`config.mk`:
```
export PLATFORM = sky130hd
export DESIGN_NAME = utf8_codepoint_tokenizer
export DESIGN_NICKNAME = d
export VERILOG_FILES = /design/src/sv/u8tok_pkg.sv /design/src/sv/u8tok_decode.sv /design/src/sv/utf8_codepoint_tokenizer.sv
export SDC_FILE = /design/constraint.sdc
export NUM_CORES = 1
export LEC_CHECK = 0
export ABC_AREA = 1
export BUFFER_PORTS_ARGS = -buffer_cell sky130_fd_sc_hd__clkbuf_2
export CAP_MARGIN = 40
export CORE_UTILIZATION = 53
export DETAILED_ROUTE_END_ITERATION = 7
export PLACE_DENSITY_LB_ADDON = 0.08
export SYNTH_ARGS = -nofsm -noshare
export SYNTH_HDL_FRONTEND = slang
export SYNTH_HIERARCHICAL = 1
export SYNTH_SLANG_ARGS = --single-unit
export TNS_END_PERCENT = 10
```
`constraint.sdc`:
```
create_clock -name clk -period 3 [get_ports clk]
set_input_delay 0.6 -clock clk [delete_from_list [all_inputs] [get_ports clk]]
set_output_delay 0.6 -clock clk [all_outputs]
set_load 0.1 [all_outputs]
```
`src/sv/u8tok_pkg.sv`:
```
`default_nettype none

package u8tok_pkg;

  // Fixed field widths of the stream items.
  localparam int BYTE_W  = 8;
  localparam int TOKEN_W = 12;
  localparam int CP_W    = 21;
  localparam int POS_W   = 8;

  // Tokenizer limits.
  localparam int MAX_TOKENS = 256;
  localparam int VOCAB_SIZE = 4096;

  // The counter must be able to hold MAX_TOKENS itself.
  localparam int CNT_W = $clog2(MAX_TOKENS + 1);

  localparam logic [CP_W-1:0]  VOCAB_MASK = CP_W'(VOCAB_SIZE - 1);
  localparam logic [CNT_W-1:0] CNT_MAX    = CNT_W'(MAX_TOKENS);

  // Packed widths on the result channel.
  localparam int OUT_FIELDS_W = TOKEN_W + CP_W + POS_W;
  localparam int OUT_TDATA_W  = ((OUT_FIELDS_W + 7) / 8) * 8;

  // Lead byte classes.
  localparam logic [2:0] LEAD2_TAG = 3'b110;
  localparam logic [3:0] LEAD3_TAG = 4'b1110;
  localparam logic [4:0] LEAD4_TAG = 5'b11110;

  typedef struct packed {
    logic [1:0]       pending;
    logic [CP_W-1:0]  partial;
    logic [CNT_W-1:0] count;
    logic             ended;
  } dec_state_t;

  typedef struct packed {
    logic               emit;
    logic [TOKEN_W-1:0] token;
    logic [CP_W-1:0]    code_point;
    logic [POS_W-1:0]   position;
    logic               bad_lead;
  } dec_result_t;

endpackage

`default_nettype wire

```
`src/sv/u8tok_decode.sv`:
```
`default_nettype none

module u8tok_decode
  import u8tok_pkg::*;
(
  input  wire logic [BYTE_W-1:0] byte_i,
  input  wire logic              start_i,
  input  wire dec_state_t        state_i,
  output dec_state_t             state_o,
  output dec_result_t            result_o
);

  dec_state_t      st;
  logic            fire;
  logic [CP_W-1:0] cp;
  logic            bad;
  logic            room;

  // Decode step: assembles UTF-8 sequences into codepoints, masks the codepoint into a token and stamps the position.
  always_comb begin
    st   = start_i ? '0 : state_i;
    fire = 1'b0;
    cp   = '0;
    bad  = 1'b0;
    room = (st.count < CNT_MAX);
    state_o = st;

    if (st.ended) begin
      state_o = st;
    end else if (st.pending != 2'd0) begin
      state_o.partial = {st.partial[CP_W-7:0], byte_i[5:0]};
      state_o.pending = st.pending - 2'd1;
      if (st.pending == 2'd1) begin
        fire = room;
        cp   = {st.partial[CP_W-7:0], byte_i[5:0]};
      end
    end else if (byte_i == '0) begin
      state_o.ended = 1'b1;
    end else if (room) begin
      if (!byte_i[7]) begin
        fire = 1'b1;
        cp   = CP_W'(byte_i);
      end else if (byte_i[7:5] == LEAD2_TAG) begin
        state_o.partial = CP_W'(byte_i[4:0]);
        state_o.pending = 2'd1;
      end else if (byte_i[7:4] == LEAD3_TAG) begin
        state_o.partial = CP_W'(byte_i[3:0]);
        state_o.pending = 2'd2;
      end else if (byte_i[7:3] == LEAD4_TAG) begin
        state_o.partial = CP_W'(byte_i[2:0]);
        state_o.pending = 2'd3;
      end else begin
        fire = 1'b1;
        cp   = CP_W'(byte_i);
        bad  = 1'b1;
      end
    end

    if (fire) begin
      state_o.count = st.count + CNT_W'(1);
    end

    result_o.emit       = fire;
    result_o.code_point = cp;
    result_o.token      = TOKEN_W'(cp & VOCAB_MASK);
    result_o.position   = POS_W'(st.count);
    result_o.bad_lead   = bad;
  end

endmodule

`default_nettype wire

```
`src/sv/utf8_codepoint_tokenizer.sv`:
```
`default_nettype none
// An accepted byte is held in the input register and decoded; its token loads the result register.
// Throughput: one byte per cycle; the input register, decode and result register form a
// two-stage pipeline that stalls only when the result register holds an untaken token.
// Reset (rst_n low, synchronous): clears the decoder state, the token count and both valid
// flags, so the first bytes after reset belong to a fresh text.

module utf8_codepoint_tokenizer
  import u8tok_pkg::*;
(
  input  wire logic                   clk,
  input  wire logic                   rst_n,
  // Input stream, one text byte per transaction.
  input  wire logic                   in_tvalid,
  output logic                        in_tready,
  input  wire logic [BYTE_W-1:0]      in_tdata,   // [7:0] text_byte
  input  wire logic [0:0]             in_tuser,   // [0] text_start
  // Result stream, one token per transaction.
  output logic                        out_tvalid,
  input  wire logic                   out_tready,
  output logic [OUT_TDATA_W-1:0]      out_tdata,  // [11:0] token, [32:12] code_point,
                                                  // [40:33] position, [47:41] zero
  output logic [0:0]                  out_tuser   // [0] bad_lead
);

  // Stage 1 holds the raw byte. Its valid flag is control and is reset; the byte is not.
  logic              s1_valid_r;
  logic              s1_valid_nxt;
  logic [BYTE_W-1:0] s1_byte_r;
  logic              s1_start_r;

  // Decoder state that runs across bytes of a text.
  dec_state_t  st_r;
  dec_state_t  st_nxt;
  dec_result_t res;

  // Result register in front of the output port.
  logic        out_valid_r;
  logic        out_valid_nxt;
  dec_result_t out_res_r;

  logic out_free;
  logic s1_advance;
  logic in_take;

  u8tok_decode u_decode (
    .byte_i   (s1_byte_r),
    .start_i  (s1_start_r),
    .state_i  (st_r),
    .state_o  (st_nxt),
    .result_o (res)
  );

  // The result register can load when it is empty or its token leaves this cycle.
  // A byte that produces no token never waits for the output side.
  assign out_free   = !out_valid_r || out_tready;
  assign s1_advance = s1_valid_r && (out_free || !res.emit);
  assign in_tready  = !s1_valid_r || s1_advance;
  assign in_take    = in_tvalid && in_tready;

  always_comb begin
    s1_valid_nxt = in_take ? 1'b1 : (s1_advance ? 1'b0 : s1_valid_r);
    if (s1_advance && res.emit) begin
      out_valid_nxt = 1'b1;
    end else if (out_tready) begin
      out_valid_nxt = 1'b0;
    end else begin
      out_valid_nxt = out_valid_r;
    end
  end

  always_ff @(posedge clk) begin
    if (!rst_n) begin
      s1_valid_r  <= 1'b0;
      out_valid_r <= 1'b0;
      st_r        <= '0;
    end else begin
      s1_valid_r  <= s1_valid_nxt;
      out_valid_r <= out_valid_nxt;
      if (s1_advance) begin
        st_r <= st_nxt;
      end
    end
  end

  // Payload registers carry no reset.
  always_ff @(posedge clk) begin
    if (in_take) begin
      s1_byte_r  <= in_tdata;
      s1_start_r <= in_tuser[0];
    end
    if (s1_advance && res.emit) begin
      out_res_r <= res;
    end
  end

  assign out_tvalid = out_valid_r;
  assign out_tdata  = OUT_TDATA_W'({out_res_r.position, out_res_r.code_point, out_res_r.token});
  assign out_tuser  = out_res_r.bad_lead;

  // The token count never passes the limit.
  a_count_limit : assert property (@(posedge clk) disable iff (!rst_n)
    st_r.count <= CNT_MAX)
    else $error("token count above limit");

  // An ended text has no sequence in progress.
  a_ended_idle : assert property (@(posedge clk) disable iff (!rst_n)
    st_r.ended |-> st_r.pending == 2'd0)
    else $error("pending bytes after end of text");

  // The token is always the masked codepoint of the same result.
  a_token_mask : assert property (@(posedge clk) disable iff (!rst_n)
    out_valid_r |-> out_res_r.token == TOKEN_W'(out_res_r.code_point & VOCAB_MASK))
    else $error("token does not match codepoint");

  // A flagged lead byte passes through as a codepoint of 0x80 to 0xFF.
  a_bad_range : assert property (@(posedge clk) disable iff (!rst_n)
    (out_valid_r && out_res_r.bad_lead) |->
      (out_res_r.code_point[CP_W-1:BYTE_W] == '0 && out_res_r.code_point[BYTE_W-1]))
    else $error("flagged codepoint out of range");

  // A token waiting on a stalled output holds until taken.
  a_out_hold : assert property (@(posedge clk) disable iff (!rst_n)
    (out_valid_r && !out_tready) |=> (out_valid_r && $stable(out_res_r)))
    else $error("result register changed while stalled");

endmodule

`default_nettype wire
```
## After elaboration in Yosys (flattened, before gate mapping)

Cells that the tools add are included.

| storage, ports and cells | value |
|---|---|
| register bits after elaboration | 74 |
| input bits | 13 |

| cells by class | value |
|---|---|
| $add $sub $neg | 2 |
| order comparisons | 1 |
| equality and inequality tests | 4 |
| multiplexer cells | 34 |
| bitwise operators | 2 |
| reduce and logical (&&, ||, !) cells | 14 |

Operator list:

| cell | count |
|---|---|
| two-way mux 23 bit | 8 |
| two-way mux 21 bit | 7 |
| two-way mux 33 bit | 1 |
| two-way mux 1 bit | 16 |
| adder 9 x 1 -> 9 bit (second input constant) | 1 |
| < comparator 9 bit (second input constant) | 1 |
| two-way mux 9 bit | 1 |
| logical NOT 8 bit | 1 |
| two-way mux 8 bit | 1 |
| nonzero test 2 bit | 3 |
| == test 5 bit (second input constant) | 1 |
| OR reduction 5 bit | 1 |
| == test 4 bit (second input constant) | 1 |
| == test 3 bit (second input constant) | 1 |
| logical AND 1 bit | 3 |
| logical NOT 1 bit | 3 |
| logical OR 1 bit | 3 |
| == test 2 x 1 -> 1 bit (second input constant) | 1 |
| NOT 1 bit | 2 |
| subtractor 2 x 1 -> 2 bit (second input constant) | 1 |

## Longest topological paths before layout

Gate-level depths: netlist of the first run.

| depth | value |
|---|---|
| word-level depth | 15 |
| gate-level depth with buffers | 17 |
| gate-level depth less buffers | 15 |

## Hierarchy

The synthesis of the first run kept the hierarchy.

Modules (own cells, without submodules):

| module | times used | cells each | area an instance (um^2) | seq. area each (um^2) |
|---|---|---|---|---|
| utf8_codepoint_tokenizer | 1 | 291 | 3168.0 | 2232.1 |
| u8tok_decode | 1 | 282 | 1375.1 | 0.0 |

## Worst setup path after synthesis of the first run

No wires, ideal clock.

| timing | value |
|---|---|
| kind | register -> register |
| from | register s1_start_r |
| to | register s1_byte_r[0], enable pin |
| library setup time | 0.283 ns |
| arrival time | 2.818 ns |
| data required time | 2.717 ns |
| setup slack | -0.101 ns |
| stages on the path, launching flop included | 14 |
| buffers on the path | 3 |
| clock period less this slack | 3.101 ns |
| path through | edfxtp_1 > inv_2 > buf_6 > nand2_4 > nand2_4 > inv_2 > buf_6 > o21ai_2 > nand2_2 > inv_1 > buf_4 > nand4_1 > nand2_1 > inv_1 |

| on the way | value |
|---|---|
| cells in the longest elaborated chain, start to end | 11 |

RTL lines:

| element | RTL line | RTL |
|---|---|---|
| start, declared | utf8_codepoint_tokenizer.sv:30 | `logic s1_start_r;` |
| start signal, assigned | utf8_codepoint_tokenizer.sv:90 | `s1_start_r <= in_tuser[0];` |
| two-way mux 33 bit * | u8tok_decode.sv:21 | `st = start_i ? '0 : state_i;` |
| < comparator 9 bit | u8tok_decode.sv:25 | `room = (st.count < CNT_MAX);` |
| two-way mux 1 bit | u8tok_decode.sv:39 | `end else if (room) begin` |
| two-way mux 1 bit | u8tok_decode.sv:37 | `end else if (byte_i == '0) begin` |
| two-way mux 1 bit | u8tok_decode.sv:30 | `end else if (st.pending != 2'd0) begin` |
| two-way mux 1 bit * | u8tok_decode.sv:28 | `if (st.ended) begin` |
| named net u_decode.fire | u8tok_decode.sv:14 | `logic fire;` |
| logical NOT 1 bit * | utf8_codepoint_tokenizer.sv:57 | `assign s1_advance = s1_valid_r && (out_free \|\| !res.emit);` |
| logical OR 1 bit * | utf8_codepoint_tokenizer.sv:57 |  |
| logical AND 1 bit * | utf8_codepoint_tokenizer.sv:57 |  |
| logical OR 1 bit * | utf8_codepoint_tokenizer.sv:58 | `assign in_tready = !s1_valid_r \|\| s1_advance;` |
| named net in_tready | utf8_codepoint_tokenizer.sv:15 | `output logic in_tready,` |
| logical AND 1 bit * | utf8_codepoint_tokenizer.sv:59 | `assign in_take = in_tvalid && in_tready;` |
| named net in_take | utf8_codepoint_tokenizer.sv:44 | `logic in_take;` |
| end signal, assigned | utf8_codepoint_tokenizer.sv:89 | `s1_byte_r <= in_tdata;` |
| end, declared | utf8_codepoint_tokenizer.sv:29 | `logic [BYTE_W-1:0] s1_byte_r;` |

The timed path passes the listed nets; every way through them passes the cells marked *.
A chain may end at the register's enable or synchronous reset.

==> results of run 1 <==
==> power groups by stage <==
| stage | logic [uW] | registers, uW | clock network [uW] |
|---|---|---|---|
| floorplan | 308 | 1550 | 0 |
| global placement | 606 | 1300 | 0 |
| detailed placement | 611 | 1310 | 0 |
| CTS | 613 | 1280 | 812 |
| global route | 675 | 1290 | 860 |
| finish | 633 | 1280 | 795 |
==> metrics by stage <==
stage	setup WS (ns)	hold WS (ns)	instance area, um2	setup TNS [ns]	util
floorplan	-0.0322	0.452	4250	-0.290	-
global placement	0.472	0.462	4400	0	0.572
finish	0.150	0.418	4690	0	0.610
global route	-0.0366	0.406	4690	-0.0366	0.610
CTS	0.00121	0.410	4600	0	0.598
detailed placement	0.400	0.468	4400	0	0.572
==> worst max-delay path by stage <==
stage | from | end | slack (ns) | cells after the start
global route | s1_byte_r[4]$_DFFE_PP_ | in_tready | -0.04 | 10
floorplan | s1_start_r$_DFFE_PP_ | s1_byte_r[0]$_DFFE_PP_ | -0.03 | 13
global placement | s1_start_r$_DFFE_PP_ | in_tready | 0.47 | 9
finish | s1_start_r$_DFFE_PP_ | in_tready | 0.15 | 9
CTS | s1_start_r$_DFFE_PP_ | in_tready | 0.001 | 9
detailed placement | s1_start_r$_DFFE_PP_ | in_tready | 0.40 | 9
==> routing by layer <==
metal  vias up  track usage  routed length (um)
met1      1580        0.273                4080
met2        75        0.369                4320
met4         0       0.0992                 167
met3        11       0.0402                 332
met5         -            0                   0
li1       1733            -                   -
==> cells in the final DEF, fill, tap and decap left out, drive strengths merged <==
cell,instances
nand4,9
clkbuf,65
inv,65
buf,18
nand2,116
conb,7
nor3,11
edfxtp,51
a21boi,1
clkinvlp,2
a21oi,36
xor2,2
a31oi,1
nand3,58
xnor2,1
bufinv,1
o21ai,20
ha,1
nor2,64
o2bb2ai,1
clkinv,3
dfxtp,29
o22ai,2
==> flip-flops by register name, indices dropped and copies added (netlist names) <==
signal,cells
st_r,27
out_tdata,41
out_tvalid,1
s1_byte_r,8
s1_valid_r,1
s1_start_r,1
out_tuser,1
==> area by class of cell <==
class | count | area [um2] | share of cell area
Clock inverter | 6 | 67.6 | 0.0144
Timing Repair Buffer | 73 | 435 | 0.0929
Sequential cell | 80 | 2110 | 0.451
Multi-Input combinational cell | 330 | 1550 | 0.331
Tap cell | 102 | 128 | 0.0272
Clock buffer | 10 | 138 | 0.0294
Inverter | 65 | 253 | 0.0539
==> worst register-to-register path: stages, from the launching register on <==
cell and delay (ns):
edfxtp_1 0.43, inv_4 0.19, nand2_1 0.18, nand2_4 0.20, inv_4 0.10, o21ai_4 0.13, nand2_4 0.15, inv_2 0.12
nand3_2 0.08, nand3_1 0.12, clkinvlp_4 0.25, buf_12 0.26
==> what timing repair did <==
| item | 4_1_cts | 5_1_grt |
|---|---|---|
| gates resized for setup | 0 | 2 |
| setup endpoints to repair | 0 | 1 |
| hold buffers | 0 | 0 |
| buffers inserted | 0 | 11 |
==> run summary, run 1 <==
CTS tree - yes
RePlAce Congestion - 0.869
Area Growth Syn to Fin - 11.4%
clock sink count - 80
Worst R2R End - out_tdata[22]$_DFFE_PP_
Max Fanout on Critical Path - 15
Inst Count DP - 639
combinational share of power - 0.233
fmax - 351 MHz
period utilization - 0.950
crit path buf inv count - 4
clock share of power - 0.293
total track usage - 0.219
Worst R2R Setup Slack - 0.53 ns
cell-internal power - 1790 uW
reg2reg path depth - 11
min-delay src - in_tdata[4]
Data arrival, critical path - 2.25 ns
Layout Cells excl Fill - 666
Syn Area/Cell - 8.10 um2
Remaining DRCs - 0
largest net degree at the start of global routing - 55
crit-path cells - inv_4 -> nand2_1 -> nand2_4 -> inv_4 -> o21ai_4 -> nand2_4 -> inv_2 -> nand4_1 -> buf_12
vias in the first global route - 3051
Clock Pin Slew Worst Setup and Hold Paths - 0.08 ns
crit path kind - reg2out
DIE AREA - 0.00829 mm2
initial antenna violation count - 0
Worst R2R Start - s1_start_r$_DFFE_PP_
Initial Util - 0.547
Net Sw Frac - 0.341
DRT iter0 DRCs - 199
Port Buf Inserts - 56
Die W - 91.1 um
placement row count - 32
GRT Residual Overflow - 0
sw power - 924 uW
Final ANT Viol Nets - 0
CTS root buf - clkbuf_8
Min-Delay Path Class - in2reg
VDD IR-drop max - 258 uV
wirelength, routed - 8900 um
total power draw - 2710 uW
Post-Syn Instances - 519
endpoints failing setup - 0
total CTS buffers - 9
Min-Delay Path Depth - 1
Skew-Pair Late Insertion Delay - 0.35 ns
Final Slew Violations - 0
num ports - 64
Final Hold Vio Count - 0
Worst Tran Pin Value - 0.607 ns
top cell family by delay on the critical path - simple AND/OR/NAND/NOR gates
critical path's largest stage delay - 0.43 ns
Clock Path Buffers - 2
outcome - completed
Nets - 573
Required @ worst endpoint - 2.40 ns
crit path capture type - output port
Pleak - 0.00206 uW
wire length per cell - 13.4 um
Core ar. - 0.00769 mm2
total iterations of the first detailed-routing run - 4
crit start category - register
Final HPWL DP - 6150 um
synth warn - 6
mapped cell area - 0.00421 mm2
# fillers - 749
first-pass GRT wire length - 14100 um
CP max-delay cell - edfxtp_1
share of layout cells above drive strength 1 - 0.199
vias per cell - 5.10
Power Dens Cells - 578 mW/mm2
Reg power frac - 0.473
# diodes - 0
clk_skew - 0.0104 ns
Via Count - 3399
H-tree levels - 3
slew margin rel. - 0.595
WHS Endpoint - s1_byte_r[4]$_DFFE_PP_
Die H - 91.1 um
total of max-cap violations - 0
Tmin final - 2.85 ns
No activity file was read; power rests on OpenSTA's default activity.
==> inputs of run 2 (changes only) <==
BUFFER_PORTS_ARGS = unset   (was -buffer_cell sky130_fd_sc_hd__clkbuf_2)
CORE_UTILIZATION = 58   (was 53)
DONT_BUFFER_PORTS = 1   (was unset)
==> run summary, run 2 (same netlist as run 1, synthesis figures left out) <==
period utilization - 0.933 (-0.0171)
cell-internal power - 1660 uW (-7.3%)
Port Buf Inserts - 0 (-100%)
GRT Residual Overflow - 0 (unchanged)
sw power - 881 uW (-4.7%)
combinational share of power - 0.152 (-0.081)
DRT iter0 DRCs - 194 (-2.5%)
Clock Pin Slew Worst Setup and Hold Paths - 0.07 ns (about the same)
Via Count - 3238 (-4.7%)
Worst R2R End - out_tdata[5]$_DFFE_PP_
Final HPWL DP - 6030 um (-2.0%)
wirelength, routed - 8430 um (-5.3%)
clock sink count - 80 (unchanged)
placement row count - 30 (-6.3%)
clock share of power - 0.258 (-0.035)
endpoints failing setup - 0 (unchanged)
largest net degree at the start of global routing - 55 (unchanged)
Max Fanout on Critical Path - 11 (-4)
first-pass GRT wire length - 14100 um (about the same)
Tmin final - 2.80 ns (-0.0512 ns)
Reg area - 0.00211 mm2 (unchanged)
fmax - 357 MHz (+1.8%)
Worst R2R Start - s1_start_r$_DFFE_PP_
Skew-Pair Late Insertion Delay - 0.35 ns (about the same)
pre-CTS setup slack - 0.476 ns (+0.0762 ns)
Worst R2R Setup Slack - 0.45 ns (-0.08 ns)
CP Launch Point - s1_byte_r[4]$_DFFE_PP_
vias in the first global route - 3008 (-1.4%)
# fillers - 613 (-18%)
total track usage - 0.242 (+0.0230)
RSZ-0062 raised after global routing - no
Final Hold Vio Count - 0 (unchanged)
Die W - 87.2 um (-4.3%)
Multi-input gate area - 0.00155 mm2 (unchanged)
Reg power frac - 0.589 (+0.116)
Initial Util - 0.609 (+0.0618)
Clock Path Buffers - 2 (unchanged)
Area Growth Syn to Fin - 4.52%
post-cts sizing count - 0 (unchanged)
Final WS setup - 0.202 ns (+0.0512 ns)
reg2reg path depth - 11 (unchanged)
CTS tree - yes
# Post-CTS Setup Buffers - 0 (unchanged)
wire length per cell - 14.0 um (+4.8%)
max reg flops - 41 (unchanged)
Worst Tran Pin Value - 0.894 ns (+0.287 ns)
Pleak - 0.00183 uW (-11%)
Final ANT Viol Nets - 0 (unchanged)
Net Sw Frac - 0.347 (+0.00616)
most common cell after layout, fill and taps aside - nand2_1
outcome - completed
total CTS buffers - 9 (unchanged)
Final Slew Violations - 0 (unchanged)
Min-Delay Path Depth - 0 (-1)
VDD IR-drop max - 304 uV (+18%)
Power Dens Cells - 577 mW/mm2 (-0.25%)
Required @ worst endpoint - 2.40 ns (about the same)
Nets - 515 (-10%)
total power draw - 2540 uW (-6.4%)
DIE AREA - 0.00760 mm2 (-8.4%)
clk_skew - 0.0108 ns (+0.000421 ns)
WHS Endpoint - s1_byte_r[2]$_DFFE_PP_
vias per cell - 5.38 (+5.4%)
crit start category - register
crit path capture type - output port
Die H - 87.2 um (-4.3%)
slew margin rel. - 0.405 (-0.190)
CTS root buf - clkbuf_8
min-delay src - in_tdata[2]
num ports - 64 (unchanged)
# diodes - 0 (unchanged)
share of layout cells above drive strength 1 - 0.101 (-0.0978)
total of max-cap violations - 0 (unchanged)
H-tree levels - 3 (unchanged)
Min-Delay Path Class - in2reg
cts hold-fix bufs - 0 (unchanged)
Data arrival, critical path - 2.20 ns (-0.05 ns)
initial antenna violation count - 0 (unchanged)
crit path kind - reg2out
Remaining DRCs - 0 (unchanged)
RePlAce Congestion - 0.913 (+5.0%)
total iterations of the first detailed-routing run - 5 (+1)
commonest cells after routing, fill and taps aside - 110 x nand2_1, 61 x nor2_1, 57 x inv_1, 57 x nand3_1, 51 x edfxtp_1
Core ar. - 0.00691 mm2 (-10%)
run 2: changes by cell type in the layout (fill, tap and decap cells not counted), moves of 2 or more:
cell / change
clkbuf_2: -55
buf_4: -9
buf_8: +5
clkbuf_1: +3
buf_16: +2
clkinv_2: +2
run 2: cell type report:
class / count / area share
clock buffers: 12 / 0.0307
clock inverters: 4 / 0.00512
inverters: 65 / 0.0569
multi-input cells: 330 / 0.353
flip-flops and latches: 80 / 0.481
well taps: 96 / 0.0273
repair buffers: 15 / 0.0461
run 2: worst max-delay path, stage by stage, from the launching register on:
cell	delay (ns)
edfxtp_1	0.49
a31oi_1	0.54
o21ai_4	0.21
nand2_4	0.15
inv_2	0.07
nand4_1	0.07
buf_4	0.31
run 2: metrics by stage:
step	hold slack (ns)	util	TNS (ns)	std cells	cell area (um2)
2_1_floorplan	0.452	-	-0.290	525	4250
3_3_place_gp	0.461	0.595	0	579	4110
3_5_place_dp	0.468	0.614	0	586	4240
4_1_cts	0.329	0.636	0	602	4400
5_1_grt	0.318	0.636	0	602	4400
6_report	0.341	0.636	0	602	4400
run 2: power groups by stage:
stage               Combinational, uW  Sequential, uW  Clock, uW
floorplan                         308            1550          0
global placement                  315            1560          0
detailed placement                383            1520          0
CTS                               384            1500        670
global route                      425            1500        715
finish                            386            1500        655
run 2: worst max path at each step:
stage,cells past startpoint,slack [ns],to
floorplan,13,-0.03,s1_byte_r[0]$_DFFE_PP_
global placement,11,0.56,out_tdata[2]$_DFFE_PP_
detailed placement,11,0.48,out_tdata[14]$_DFFE_PP_
CTS,9,0.23,in_tready
global route,9,0.06,in_tready
finish,6,0.20,in_tready
run 2: per-layer routing:
metal / routed length [um] / up-vias / track usage
met3: 407 / 17 / 0.0654
li1: - / 1615 / -
met5: 0 / - / 0
met2: 4220 / 102 / 0.422
met4: 152 / 0 / 0.0775
met1: 3660 / 1504 / 0.291
